--- src/hdl/quadrature_detent_pitch_adjuster_macros.svh ---
// Assertion macros shared by the pitch adjuster RTL.
`ifndef QUADRATURE_DETENT_PITCH_ADJUSTER_MACROS_SVH
`define QUADRATURE_DETENT_PITCH_ADJUSTER_MACROS_SVH

// Same-cycle implication, sampled on clk, disabled during reset.
`define QDPA_ASSERT_NOW(label, ante, cons, msg) \
  label: assert property (@(posedge clk) disable iff (!rst_n) (ante) |-> (cons)) \
    else $error(msg);

// Next-cycle implication, sampled on clk, disabled during reset.
`define QDPA_ASSERT_NEXT(label, ante, cons, msg) \
  label: assert property (@(posedge clk) disable iff (!rst_n) (ante) |=> (cons)) \
    else $error(msg);

`endif

--- src/hdl/qdpa_pkg.sv ---
// Package with the types and constants of the quadrature detent pitch adjuster.
package qdpa_pkg;

  localparam int PITCH_BITS_DEFAULT = 10;
  localparam int OUT_PITCH_W        = 10;
  localparam int HOME_W             = 10;
  localparam int WORD_W             = 3;
  localparam int CNT_W              = 4;

  localparam logic [HOME_W-1:0] HOME_RESET = 10'd440;
  localparam logic [WORD_W-1:0] PUSH_WORD  = 3'd7;

  typedef enum logic [1:0] {
    PH_B    = 2'b00,
    PH_A    = 2'b01,
    PH_C    = 2'b10,
    PH_REST = 2'b11
  } phase_t;

  typedef enum logic [1:0] {
    EV_NONE = 2'd0,
    EV_PUSH = 2'd1,
    EV_UP   = 2'd2,
    EV_DOWN = 2'd3
  } event_t;

  typedef struct packed {
    phase_t           phase;
    logic [CNT_W-1:0] count;
  } track_t;

  typedef struct packed {
    logic [OUT_PITCH_W-1:0] pitch;
    event_t                 event_code;
  } result_t;

endpackage

--- src/hdl/qdpa_step.sv ---
// Combinational detent tracker: next phase, count, pitch and event for one sample.
module qdpa_step #(
  parameter int PITCH_BITS = qdpa_pkg::PITCH_BITS_DEFAULT
) (
  input  logic [qdpa_pkg::WORD_W-1:0] word,
  input  logic [qdpa_pkg::HOME_W-1:0] home_pitch,
  input  qdpa_pkg::track_t            track_cur,
  input  logic [PITCH_BITS-1:0]       pitch_cur,
  output qdpa_pkg::track_t            track_nxt,
  output logic [PITCH_BITS-1:0]       pitch_nxt,
  output qdpa_pkg::event_t            event_nxt
);

  localparam logic [PITCH_BITS-1:0] PITCH_MAX = {PITCH_BITS{1'b1}};

  logic [PITCH_BITS-1:0] home_clamped;

  generate
    if (PITCH_BITS >= qdpa_pkg::HOME_W) begin : g_home_wide
      assign home_clamped = PITCH_BITS'(home_pitch);
    end else begin : g_home_narrow
      assign home_clamped = (home_pitch > qdpa_pkg::HOME_W'(PITCH_MAX)) ?
                            PITCH_MAX : home_pitch[PITCH_BITS-1:0];
    end
  endgenerate

  always_comb begin
    qdpa_pkg::track_t      t;
    logic [PITCH_BITS-1:0] p;
    qdpa_pkg::event_t      ev;
    t  = track_cur;
    p  = pitch_cur;
    ev = qdpa_pkg::EV_NONE;
    if (word == qdpa_pkg::PUSH_WORD) begin
      t.phase = qdpa_pkg::PH_REST;
      t.count = 4'd4;
      p       = home_clamped;
      ev      = qdpa_pkg::EV_PUSH;
    end
    unique case (t.phase)
      qdpa_pkg::PH_REST: begin
        if (t.count == 4'd8 || t.count == 4'd0) begin
          t.count = 4'd4;
        end
        if (word == {1'b0, qdpa_pkg::PH_A} && t.count == 4'd4) begin
          t.count = 4'd5;
          t.phase = qdpa_pkg::PH_A;
        end else if (word == {1'b0, qdpa_pkg::PH_C} && t.count == 4'd4) begin
          t.count = 4'd3;
          t.phase = qdpa_pkg::PH_C;
        end
      end
      qdpa_pkg::PH_A: begin
        if (word == {1'b0, qdpa_pkg::PH_REST} && t.count == 4'd1) begin
          t.count = 4'd0;
          t.phase = qdpa_pkg::PH_REST;
          if (p != '0) begin
            p = p - 1'b1;
          end
          ev = qdpa_pkg::EV_DOWN;
        end else if (word == {1'b0, qdpa_pkg::PH_B} && t.count == 4'd5) begin
          t.count = 4'd6;
          t.phase = qdpa_pkg::PH_B;
        end
      end
      qdpa_pkg::PH_B: begin
        if (word == {1'b0, qdpa_pkg::PH_A} && t.count == 4'd2) begin
          t.count = 4'd1;
          t.phase = qdpa_pkg::PH_A;
        end else if (word == {1'b0, qdpa_pkg::PH_C} && t.count == 4'd6) begin
          t.count = 4'd7;
          t.phase = qdpa_pkg::PH_C;
        end
      end
      qdpa_pkg::PH_C: begin
        if (word == {1'b0, qdpa_pkg::PH_B} && t.count == 4'd3) begin
          t.count = 4'd2;
          t.phase = qdpa_pkg::PH_B;
        end else if (word == {1'b0, qdpa_pkg::PH_REST} && t.count == 4'd7) begin
          t.count = 4'd8;
          t.phase = qdpa_pkg::PH_REST;
          if (p != PITCH_MAX) begin
            p = p + 1'b1;
          end
          ev = qdpa_pkg::EV_UP;
        end
      end
      default: begin
        t = track_cur;
      end
    endcase
    track_nxt = t;
    pitch_nxt = p;
    event_nxt = ev;
  end

endmodule

--- src/hdl/qdpa_out_fifo.sv ---
// Two-entry result queue between the tracker and the output channel.
module qdpa_out_fifo (
  input  logic              clk,
  input  logic              rst_n,
  input  logic              wr_valid,
  output logic              wr_ready,
  input  qdpa_pkg::result_t wr_data,
  output logic              rd_valid,
  input  logic              rd_ready,
  output qdpa_pkg::result_t rd_data
);

  qdpa_pkg::result_t mem_r [2];
  logic              wr_ptr_r;
  logic              wr_ptr_nxt;
  logic              rd_ptr_r;
  logic              rd_ptr_nxt;
  logic [1:0]        fill_r;
  logic [1:0]        fill_nxt;
  logic              wr_fire;
  logic              rd_fire;

  assign wr_ready = (fill_r != 2'd2);
  assign rd_valid = (fill_r != 2'd0);
  assign rd_data  = mem_r[rd_ptr_r];
  assign wr_fire  = wr_valid && wr_ready;
  assign rd_fire  = rd_valid && rd_ready;

  always_comb begin
    wr_ptr_nxt = wr_fire ? ~wr_ptr_r : wr_ptr_r;
    rd_ptr_nxt = rd_fire ? ~rd_ptr_r : rd_ptr_r;
    fill_nxt   = fill_r + {1'b0, wr_fire} - {1'b0, rd_fire};
  end

  always_ff @(posedge clk) begin
    if (!rst_n) begin
      wr_ptr_r <= 1'b0;
      rd_ptr_r <= 1'b0;
      fill_r   <= 2'd0;
    end else begin
      wr_ptr_r <= wr_ptr_nxt;
      rd_ptr_r <= rd_ptr_nxt;
      fill_r   <= fill_nxt;
    end
  end

  always_ff @(posedge clk) begin
    if (wr_fire) begin
      mem_r[wr_ptr_r] <= wr_data;
    end
  end

endmodule

--- src/hdl/quadrature_detent_pitch_adjuster.sv ---
// Top level of the quadrature detent pitch adjuster.
// A result enters the result queue at its input transfer, and out_valid is high in the cycle after.
// Throughput: one sample per cycle; a two-entry result queue keeps input open while
// one result waits, and input stalls only when both entries are held.
// Reset (synchronous, rst_n low): phase 11, detent count 4, pitch and home pitch 440
// (pitch clamped to its maximum), result queue empty.
module quadrature_detent_pitch_adjuster #(
  parameter int PITCH_BITS = qdpa_pkg::PITCH_BITS_DEFAULT
) (
  input  logic                             clk,
  input  logic                             rst_n,
  input  logic                             cfg_valid,
  output logic                             cfg_ready,
  input  logic [qdpa_pkg::HOME_W-1:0]      cfg_home_pitch,
  input  logic                             in_valid,
  output logic                             in_ready,
  input  logic [qdpa_pkg::WORD_W-1:0]      in_encoder_word,
  output logic                             out_valid,
  input  logic                             out_ready,
  output logic [qdpa_pkg::OUT_PITCH_W-1:0] out_pitch,
  output logic [1:0]                       out_event_code
);

`include "quadrature_detent_pitch_adjuster_macros.svh"

  localparam int PITCH_MAX_I   = (1 << PITCH_BITS) - 1;
  localparam int HOME_RESET_I  = int'(qdpa_pkg::HOME_RESET);
  localparam int PITCH_RESET_I = (HOME_RESET_I > PITCH_MAX_I) ? PITCH_MAX_I : HOME_RESET_I;
  localparam logic [PITCH_BITS-1:0] PITCH_RESET = PITCH_BITS'(PITCH_RESET_I);

  logic [qdpa_pkg::HOME_W-1:0]      home_r;
  qdpa_pkg::track_t                 track_r;
  qdpa_pkg::track_t                 track_nxt;
  logic [PITCH_BITS-1:0]            pitch_r;
  logic [PITCH_BITS-1:0]            pitch_nxt;
  qdpa_pkg::event_t                 event_nxt;
  qdpa_pkg::result_t                res_in;
  qdpa_pkg::result_t                res_out;
  logic [qdpa_pkg::OUT_PITCH_W-1:0] pitch_out;
  logic                             in_fire;

  assign cfg_ready = 1'b1;
  assign in_fire   = in_valid && in_ready;

  qdpa_step #(
    .PITCH_BITS (PITCH_BITS)
  ) u_step (
    .word       (in_encoder_word),
    .home_pitch (home_r),
    .track_cur  (track_r),
    .pitch_cur  (pitch_r),
    .track_nxt  (track_nxt),
    .pitch_nxt  (pitch_nxt),
    .event_nxt  (event_nxt)
  );

  generate
    if (PITCH_BITS >= qdpa_pkg::OUT_PITCH_W) begin : g_out_wide
      assign pitch_out = pitch_nxt[qdpa_pkg::OUT_PITCH_W-1:0];
    end else begin : g_out_narrow
      assign pitch_out = {{(qdpa_pkg::OUT_PITCH_W-PITCH_BITS){1'b0}}, pitch_nxt};
    end
  endgenerate

  assign res_in.pitch      = pitch_out;
  assign res_in.event_code = event_nxt;

  always_ff @(posedge clk) begin
    if (!rst_n) begin
      home_r        <= qdpa_pkg::HOME_RESET;
      track_r.phase <= qdpa_pkg::PH_REST;
      track_r.count <= 4'd4;
      pitch_r       <= PITCH_RESET;
    end else begin
      if (cfg_valid && cfg_ready) begin
        home_r <= cfg_home_pitch;
      end
      if (in_fire) begin
        track_r <= track_nxt;
        pitch_r <= pitch_nxt;
      end
    end
  end

  qdpa_out_fifo u_out_fifo (
    .clk      (clk),
    .rst_n    (rst_n),
    .wr_valid (in_valid),
    .wr_ready (in_ready),
    .wr_data  (res_in),
    .rd_valid (out_valid),
    .rd_ready (out_ready),
    .rd_data  (res_out)
  );

  assign out_pitch      = res_out.pitch;
  assign out_event_code = res_out.event_code;

  `QDPA_ASSERT_NEXT(a_push_rests, in_fire && in_encoder_word == qdpa_pkg::PUSH_WORD, track_r.phase == qdpa_pkg::PH_REST && track_r.count == 4'd4, "push did not return tracker to rest")
  `QDPA_ASSERT_NOW(a_count_range, 1'b1, track_r.count <= 4'd8, "detent count out of range")
  `QDPA_ASSERT_NOW(a_stall_has_result, !in_ready, out_valid, "input stalled with no result pending")
  `QDPA_ASSERT_NEXT(a_transfer_offers, in_fire, out_valid, "accepted sample produced no result")

endmodule

--- config.mk ---
export PLATFORM = sky130hd
export DESIGN_NAME = quadrature_detent_pitch_adjuster
export DESIGN_NICKNAME = d
export VERILOG_FILES = /design/src/hdl/qdpa_pkg.sv /design/src/hdl/qdpa_step.sv /design/src/hdl/qdpa_out_fifo.sv /design/src/hdl/quadrature_detent_pitch_adjuster.sv
export VERILOG_INCLUDE_DIRS = /design/src /design/src/hdl
export SDC_FILE = /design/constraint.sdc
export NUM_CORES = 1
export LEC_CHECK = 0
export ABC_AREA = 1
export BUFFER_PORTS_ARGS = -buffer_cell sky130_fd_sc_hd__buf_2
export CAP_MARGIN = 20
export CORE_ASPECT_RATIO = 0.5
export CORE_UTILIZATION = 35
export CTS_CLUSTER_DIAMETER = 80
export DETAILED_ROUTE_END_ITERATION = 10
export GPL_TIMING_DRIVEN = 1
export SLEW_MARGIN = 30
export SYNTH_ARGS = -nofsm -noshare
export SYNTH_HDL_FRONTEND = slang
export SYNTH_HIERARCHICAL = 1
export SYNTH_SLANG_ARGS = --single-unit
--- constraint.sdc ---
create_clock -name clk -period 4.35 [get_ports clk]
set_input_delay 0.87 -clock clk [delete_from_list [all_inputs] [get_ports clk]]
set_output_delay 0.87 -clock clk [all_outputs]
set_load 0.005 [all_outputs]
After elaboration in Yosys (flattened, before gate mapping)
Memories as Yosys holds them, arrays and structs flattened. A register that Yosys moved wholly into a read port is not among the register bits.
Index checks and enable logic that the tools add are counted.
{ "totals": {"elab_cells": 75, "register_bits": 30, "out_inout_bits": 15, "memories": 1, "latch_bits": 0, "ram_bits": 24, "mem_bits_ro": 0, "inputBits": 18} }
{ "op_classes": {"magnitude_cmp": 0, "n_mul": 0, "addsub": 4, "div_mod_pow": 0, "mux": 28, "bitwise_logic": 2, "n_reduce_logical": 16, "n_eq_ne": 17, "shift": 0} }
{ "mem_list": {"columns": ["memory", "depth", "word_bits", "read_ports", "rd_ports_with_merged_regs", "wr", "line_no", "source"], "rows": [
  ["u_out_fifo.mem_r", 2, 12, 1, 1, 1, "qdpa_out_fifo.sv:13", "qdpa_pkg::result_t mem_r [2];"]
]} }
{ "op_table": {"columns": ["operator", "n"], "rows": [
  ["10-bit two-way mux", 6],
  ["6-bit two-way mux", 9],
  ["6-bit one-hot mux with 4 select lines", 1],
  ["10-bit one-hot mux with 2 select lines", 1],
  ["4-bit by 3-bit equality test with 1-bit output, second input constant", 4],
  ["10-bit by 1-bit adder with 10-bit output, second input constant", 1],
  ["1-bit logical AND", 10],
  ["10-bit inequality test, second input constant", 1],
  ["10-bit nonzero test", 1],
  ["10-bit by 1-bit subtractor with 10-bit output, second input constant", 1],
  ["4-bit by 2-bit equality test with 1-bit output, second input constant", 2],
  ["4-bit two-way mux", 2],
  ["3-bit by 2-bit equality test with 1-bit output, second input constant", 2],
  ["2-bit two-way mux", 3],
  ["1-bit two-way mux", 5],
  ["2-bit equality test, second input constant", 2],
  ["4-bit by 1-bit equality test with 1-bit output, second input constant", 1],
  ["4-bit equality test, second input constant", 1],
  ["4-bit logical NOT", 1],
  ["2-bit one-hot mux with 2 select lines", 1],
  ["3-bit by 1-bit equality test with 1-bit output, second input constant", 1],
  ["3-bit equality test, second input constant", 1],
  ["3-bit logical NOT", 1],
  ["2-bit by 1-bit adder with 2-bit output", 1],
  ["7 further kinds", 8]
]} }

Longest topological paths before layout
{ "depth": {"word_depth": 11, "depth_mapped": 19, "ltp_nobuf": 16} }

By module
Netlist, hierarchy kept.
{ "by_module_without_submodules": {"columns": ["mod", "cells_each", "seq_area_each_um2", "instances", "area_each_um2"], "rows": [
  ["qdpa_step", 358, 0.0, 1, 1793.0],
  ["qdpa_out_fifo", 73, 820.8, 1, 1144.8],
  ["quadrature_detent_pitch_adjuster", 132, 520.5, 1, 1006.0]
]} }

Least setup slack after synthesis
No wires, ideal clock.
{ "synth_timing": {"path_kind": "input port to flip-flop", "startpoint": "input port in_encoder_word[0] (netlist bit)", "endpoint": "memory u_out_fifo/mem_r[0][4] (netlist bit) (data pin)", "setup_ns": 0.262, "arrival_ns": 2.501, "n_path_buf": 3, "cell_stages": 17, "setup_slack_ns": 1.587, "cell_sequence": "buf_4 > nand3_4 > buf_6 > nand2_4 > inv_2 > nor2_2 > ha_1 > nand2_1 > nor2_4 > nand3_4 > buf_6 > nand3_1 > nand2_1 > nand3_1 > nand2_1 > nand2_1 > nand2_1"} }
{ "synth_between": {"elab_chain_cells": 7} }
{ "synth_lines": {"columns": ["item", "line_no", "source"], "rows": [
  ["start: declaration", "quadrature_detent_pitch_adjuster.sv:17", "input logic [qdpa_pkg::WORD_W-1:0] in_encoder_word,"],
  ["3-bit equality test", "qdpa_step.sv:34", "if (word == qdpa_pkg::PUSH_WORD) begin"],
  ["10-bit two-way mux or 6-bit two-way mux (tied branches)", "qdpa_step.sv:34", null],
  ["10-bit by 1-bit adder with 10-bit output (tied with other cells)", "qdpa_step.sv:83", "p = p + 1'b1;"],
  ["10-bit two-way mux or 1-bit logical AND (tied branches)", "qdpa_step.sv:82, qdpa_step.sv:79", null],
  ["10-bit two-way mux", "qdpa_step.sv:79", "end else if (word == {1'b0, qdpa_pkg::PH_REST} && t.count == 4'd7) begin"],
  ["10-bit two-way mux", "qdpa_step.sv:76", "if (word == {1'b0, qdpa_pkg::PH_B} && t.count == 4'd3) begin"],
  ["10-bit one-hot mux with 2 select lines *", "qdpa_step.sv:40", "unique case (t.phase)"],
  ["net pitch_nxt[2]", "quadrature_detent_pitch_adjuster.sv:35", "logic [PITCH_BITS-1:0] pitch_nxt;"],
  ["end: declaration", "qdpa_out_fifo.sv:13", null]
]} }
The timed path passes the listed nets; every way through them passes the cells marked *.

Worst setup path after layout
{ "layout_timing": {"startpoint": "input port in_encoder_word[2] (netlist bit)", "endpoint": "register pitch_r[7]"} }
{ "layout_between": {"elab_chain_cells": 7} }
{ "layout_lines": {"columns": ["item", "line_no", "source"], "rows": [
  ["3-bit equality test", "qdpa_step.sv:34", null],
  ["10-bit two-way mux or 6-bit two-way mux (tied branches)", "qdpa_step.sv:34", null],
  ["10-bit by 1-bit adder with 10-bit output (tied with other cells)", "qdpa_step.sv:83", null],
  ["10-bit two-way mux or 1-bit logical AND (tied branches)", "qdpa_step.sv:82, qdpa_step.sv:79", null],
  ["10-bit two-way mux", "qdpa_step.sv:79", null],
  ["10-bit two-way mux", "qdpa_step.sv:76", null],
  ["10-bit one-hot mux with 2 select lines *", "qdpa_step.sv:40", null],
  ["net pitch_nxt[7]", "quadrature_detent_pitch_adjuster.sv:35", null],
  ["end signal: assignment", "quadrature_detent_pitch_adjuster.sv:80", "pitch_r <= pitch_nxt;"],
  ["end: declaration", "quadrature_detent_pitch_adjuster.sv:34", "logic [PITCH_BITS-1:0] pitch_r;"]
]} }
Marks and branches as above.
A chain may end at the register's enable or synchronous reset.

==> flow_metrics.py <==
metrics = {
    "pwr": {
        "irDropWorstVdd_mv": 0.172,
        "leakage_nw": 1.98,
        "p_per_area_mw_per_mm2": 488,
    },
    "floorplanning": {
        "ios": 33,
        "die_w_um": 152,
        "die_area_mm2": 0.0117,
        "rows": 26,
        "initial_core_util_pct": 37.3,
        "chipHeight_um": 77.1,
        "design.core.area_mm2": 0.0106,
    },
    "placed_design": {
        "place_congestion": 0.898,
        "dpl_cell_area_mm2": 0.00408,
        "dpl.hpwl_um": 7450,
        "portBuffers": 31,
    },
    "run_status": {
        "violations": "DRC",
        "status": "complete, but fails checks",
    },
    "global_routing": {
        "grt_start_max_net_pins": 31,
        "grt_pass1_wl_um": 17100,
        "antenna_found_initial": 0,
        "grt_pass1_vias": 3364,
        "track_usage_pct": 18.4,
        "grt_remaining_overflow": 0,
    },
    "logic_synthesis": {
        "syn_avg_cell_area_um2": 7.00,
        "synth_nets": 589,
        "yosysSeqAreaShare_pct": 34.0,
        "yosysWarningCount": 6,
        "synthCells": 563,
        "synth-seq-cells": 55,
        "netlist_area_mm2": 0.00394,
        "synth.distinct_cells": 34,
    },
    "critical_path": {
        "path_cells": "buf_2, nand3_4, buf_4, nand2_4, inv_2, nor2_2, ha_1, nand2_1, nor2_4, nand3_4, nand3_1, nand2_1, nand3_1, nand2_1, nand2_1, nand2_1, nand3_1, nand3_1",
        "start_kind": "input port",
        "arrival_ns": 3.35,
        "end_kind": "flip-flop",
        "max_stage_delay_ns": 0.28,
        "r2r-end": "pitch_r[9]",
        "cpMostUsedCell": "nand2_1",
        "cpMaxStageDelayCell": "buf_2",
        "startpoint": "in_encoder_word[2]",
        "path_buf_inv": 3,
        "cp.required_ns": 4.51,
        "cp_max_fo": 18,
        "rr_worst_depth": 12,
        "path_class": "input port to flip-flop",
        "reg2reg_setup_slack_ns": 1.89,
        "timing.rr.start": "track_r[5]",
        "cpLargestDelayFamily": "simple AND/OR/NAND/NOR gates",
    },
    "run": {
        "drv_cap": 0,
    },
    "drt": {
        "drtPass1Iterations": 10,
        "viasPerCell": 5.12,
        "postRouteAntennaNets": 0,
        "vias": 3672,
        "drc": 8,
        "wl_per_cell_um": 14.0,
        "first_iter_violations": 382,
        "wl_um": 10100,
    },
    "clocking": {
        "clockRootBuffer": "clkbuf_16",
        "cts_hold_buf": 0,
        "htreeDepth": 2,
        "cts_buffer_depth": 2,
        "cts_inserted_buffers": 5,
        "clkSinkCount": 55,
        "cts_resized": 0,
        "clk_pin_slew_worst_paths_ns": 0.07,
        "clk_latency_ns": 0.30,
        "postCtsSetupRepairBufs": 0,
        "cts_tree": "built",
    },
    "cells_and_area": {
        "n_fill_cell": 1096,
        "antenna_cells": 0,
        "fin_area_mm2": 0.00423,
        "layout.nets": 602,
        "syn_to_final_growth_pct": 7.27,
        "final_layout_size_suffix_gt1_share_pct": 15.3,
    },
    "timing": {
        "drv_slew": 0,
        "fin_crit_ns": 3.19,
        "period_share_pct": 73.3,
        "slew_headroom_pct": 51.4,
        "hold_viol": 0,
        "worstMarginPinSlew_ns": 0.729,
        "clock_skew_ns": 0.00356,
        "setup_viol": 0,
        "rsz0062_at_grt": "false",
        "fmax_ghz": 0.313,
        "tns_ns": 0,
    },
    "min_path": {
        "min_from": "home_r[7]",
        "worst_hold_path.endpoint": "home_r[7]",
        "hold_path.class": "flip-flop to flip-flop",
        "min_path_cells": 2,
    },
}
-- per-layer routing --
metal / up-vias / GRT usage, % / share of wire [%] / wire [um]
met1: 1679 / 24.4 / 48 / 4840
met5: - / 0 / 0 / 0
li1: 1863 / - / - / -
met4: 0 / 5.00 / 1.2 / 117
met3: 12 / 4.30 / 7.0 / 701
met2: 118 / 30.1 / 44 / 4390
-- logic make-up (layout without fill, tap and decap cells) --
group           count (synthesis)  after routing  synth area share, %
other cells                     1              1               0.0951
mux                            12             12                 4.38
buf+inv                        91            105                 11.3
flops                          55             55                 34.0
compound gates                 45             45                 6.57
simple gates                  348            348                 40.5
fa+ha+maj                       8              8                 2.54
xor+xnor                        3              3                0.666
-- stage by stage --
stage               utilization (%)  setup slack (ns)  hold slack, ns  total power [W]  cells
finish                         40.0              1.16           0.457          0.00207    717
global route                   40.0             0.847           0.489          0.00223    717
CTS                            40.0              1.16           0.462          0.00207    717
detailed placement             38.6             0.861           0.444          0.00167    709
global placement               38.6             0.845           0.441          0.00167    709
floorplan                         -              1.59           0.429          0.00144    563
-- power by group --
part / total, W / switching (W) / internal [W]
combinational: 0.000910 / 0.000581 / 0.000329
clock: 0.000402 / 0.000186 / 0.000216
sequential: 0.000753 / 0.0000729 / 0.000680
-- cells in the mapped netlist (all sizes together) --
cell    number  area [um^2]
xor2         3         26.3
clkbuf       3         11.3
o21ai       25          151
nand4       21          131
conb         1         3.75
mux2        12          173
ha           8          100
nor2        75          312
nand3       77          425
clkinv       2         7.51
o22ai        4         25.0
nor3         8         50.1
edfxtp      24          721
buf         23          189
inv         63          236
nand3b       1         7.51
o211ai       1         7.51
dfxtp       31          621
nand2      166          671
a21oi       15         75.1
-- sequential cells by signal (all words and copies together) (netlist names), named ones only --
name / count
u_out_fifo/mem_r: 24
home_r: 10
pitch_r: 10
track_r: 6
u_out_fifo/fill_r: 2
u_out_fifo/rd_ptr_r: 1
u_out_fifo/wr_ptr_r: 1
-- cells in the final DEF, fill, tap and decap left out, types with 2 or more instances in the layout --
cell and count:
nand2_1 153, nand3_1 72, nor2_1 66, inv_1 58
dfxtp_1 31, buf_2 31, edfxtp_1 24, nand4_1 21
o21ai_0 19, a21oi_1 15, nand2_2 10, mux2_4 10
ha_1 8, nor2_2 7, nor3_1 6, clkbuf_16 5
inv_2 5, o22ai_1 4, nand2_4 3, o21ai_1 3
nand3_2 3, xor2_1 3, clkinv_1 2, clkinv_4 2
mux2_2 2, nand3_4 2, o21ai_4 2, nor3_2 2
nor2_4 2
-- worst max path at each step --
stage | end | slack [ns] | cells after the start
floorplan | u_out_fifo/mem_r[0][4] | 1.59 | 17
global placement | pitch_r[9] | 0.84 | 12
detailed placement | pitch_r[7] | 0.86 | 18
CTS | pitch_r[7] | 1.16 | 18
global route | pitch_r[7] | 0.85 | 18
finish | pitch_r[7] | 1.16 | 18
-- tightest hold or removal path: cells and delay by family (launching register included) --
| family | cells | cell delay, ns |
|---|---|---|
| DFF | 1 | 0.33 |
| and+or+nand+nor | 2 | 0.10 |
-- cell type report --
type	instances	area (um^2)	area share [%]
clock buffer	6	129	3.05
clock inverter	2	17.5	0.414
inverter	65	244	5.77
multi-input combinational	417	2160	51.1
sequential	55	1340	31.7
tap	140	175	4.14
timing repair buffer	32	163	3.85
Note: power is estimated with default switching activity, not from simulation.
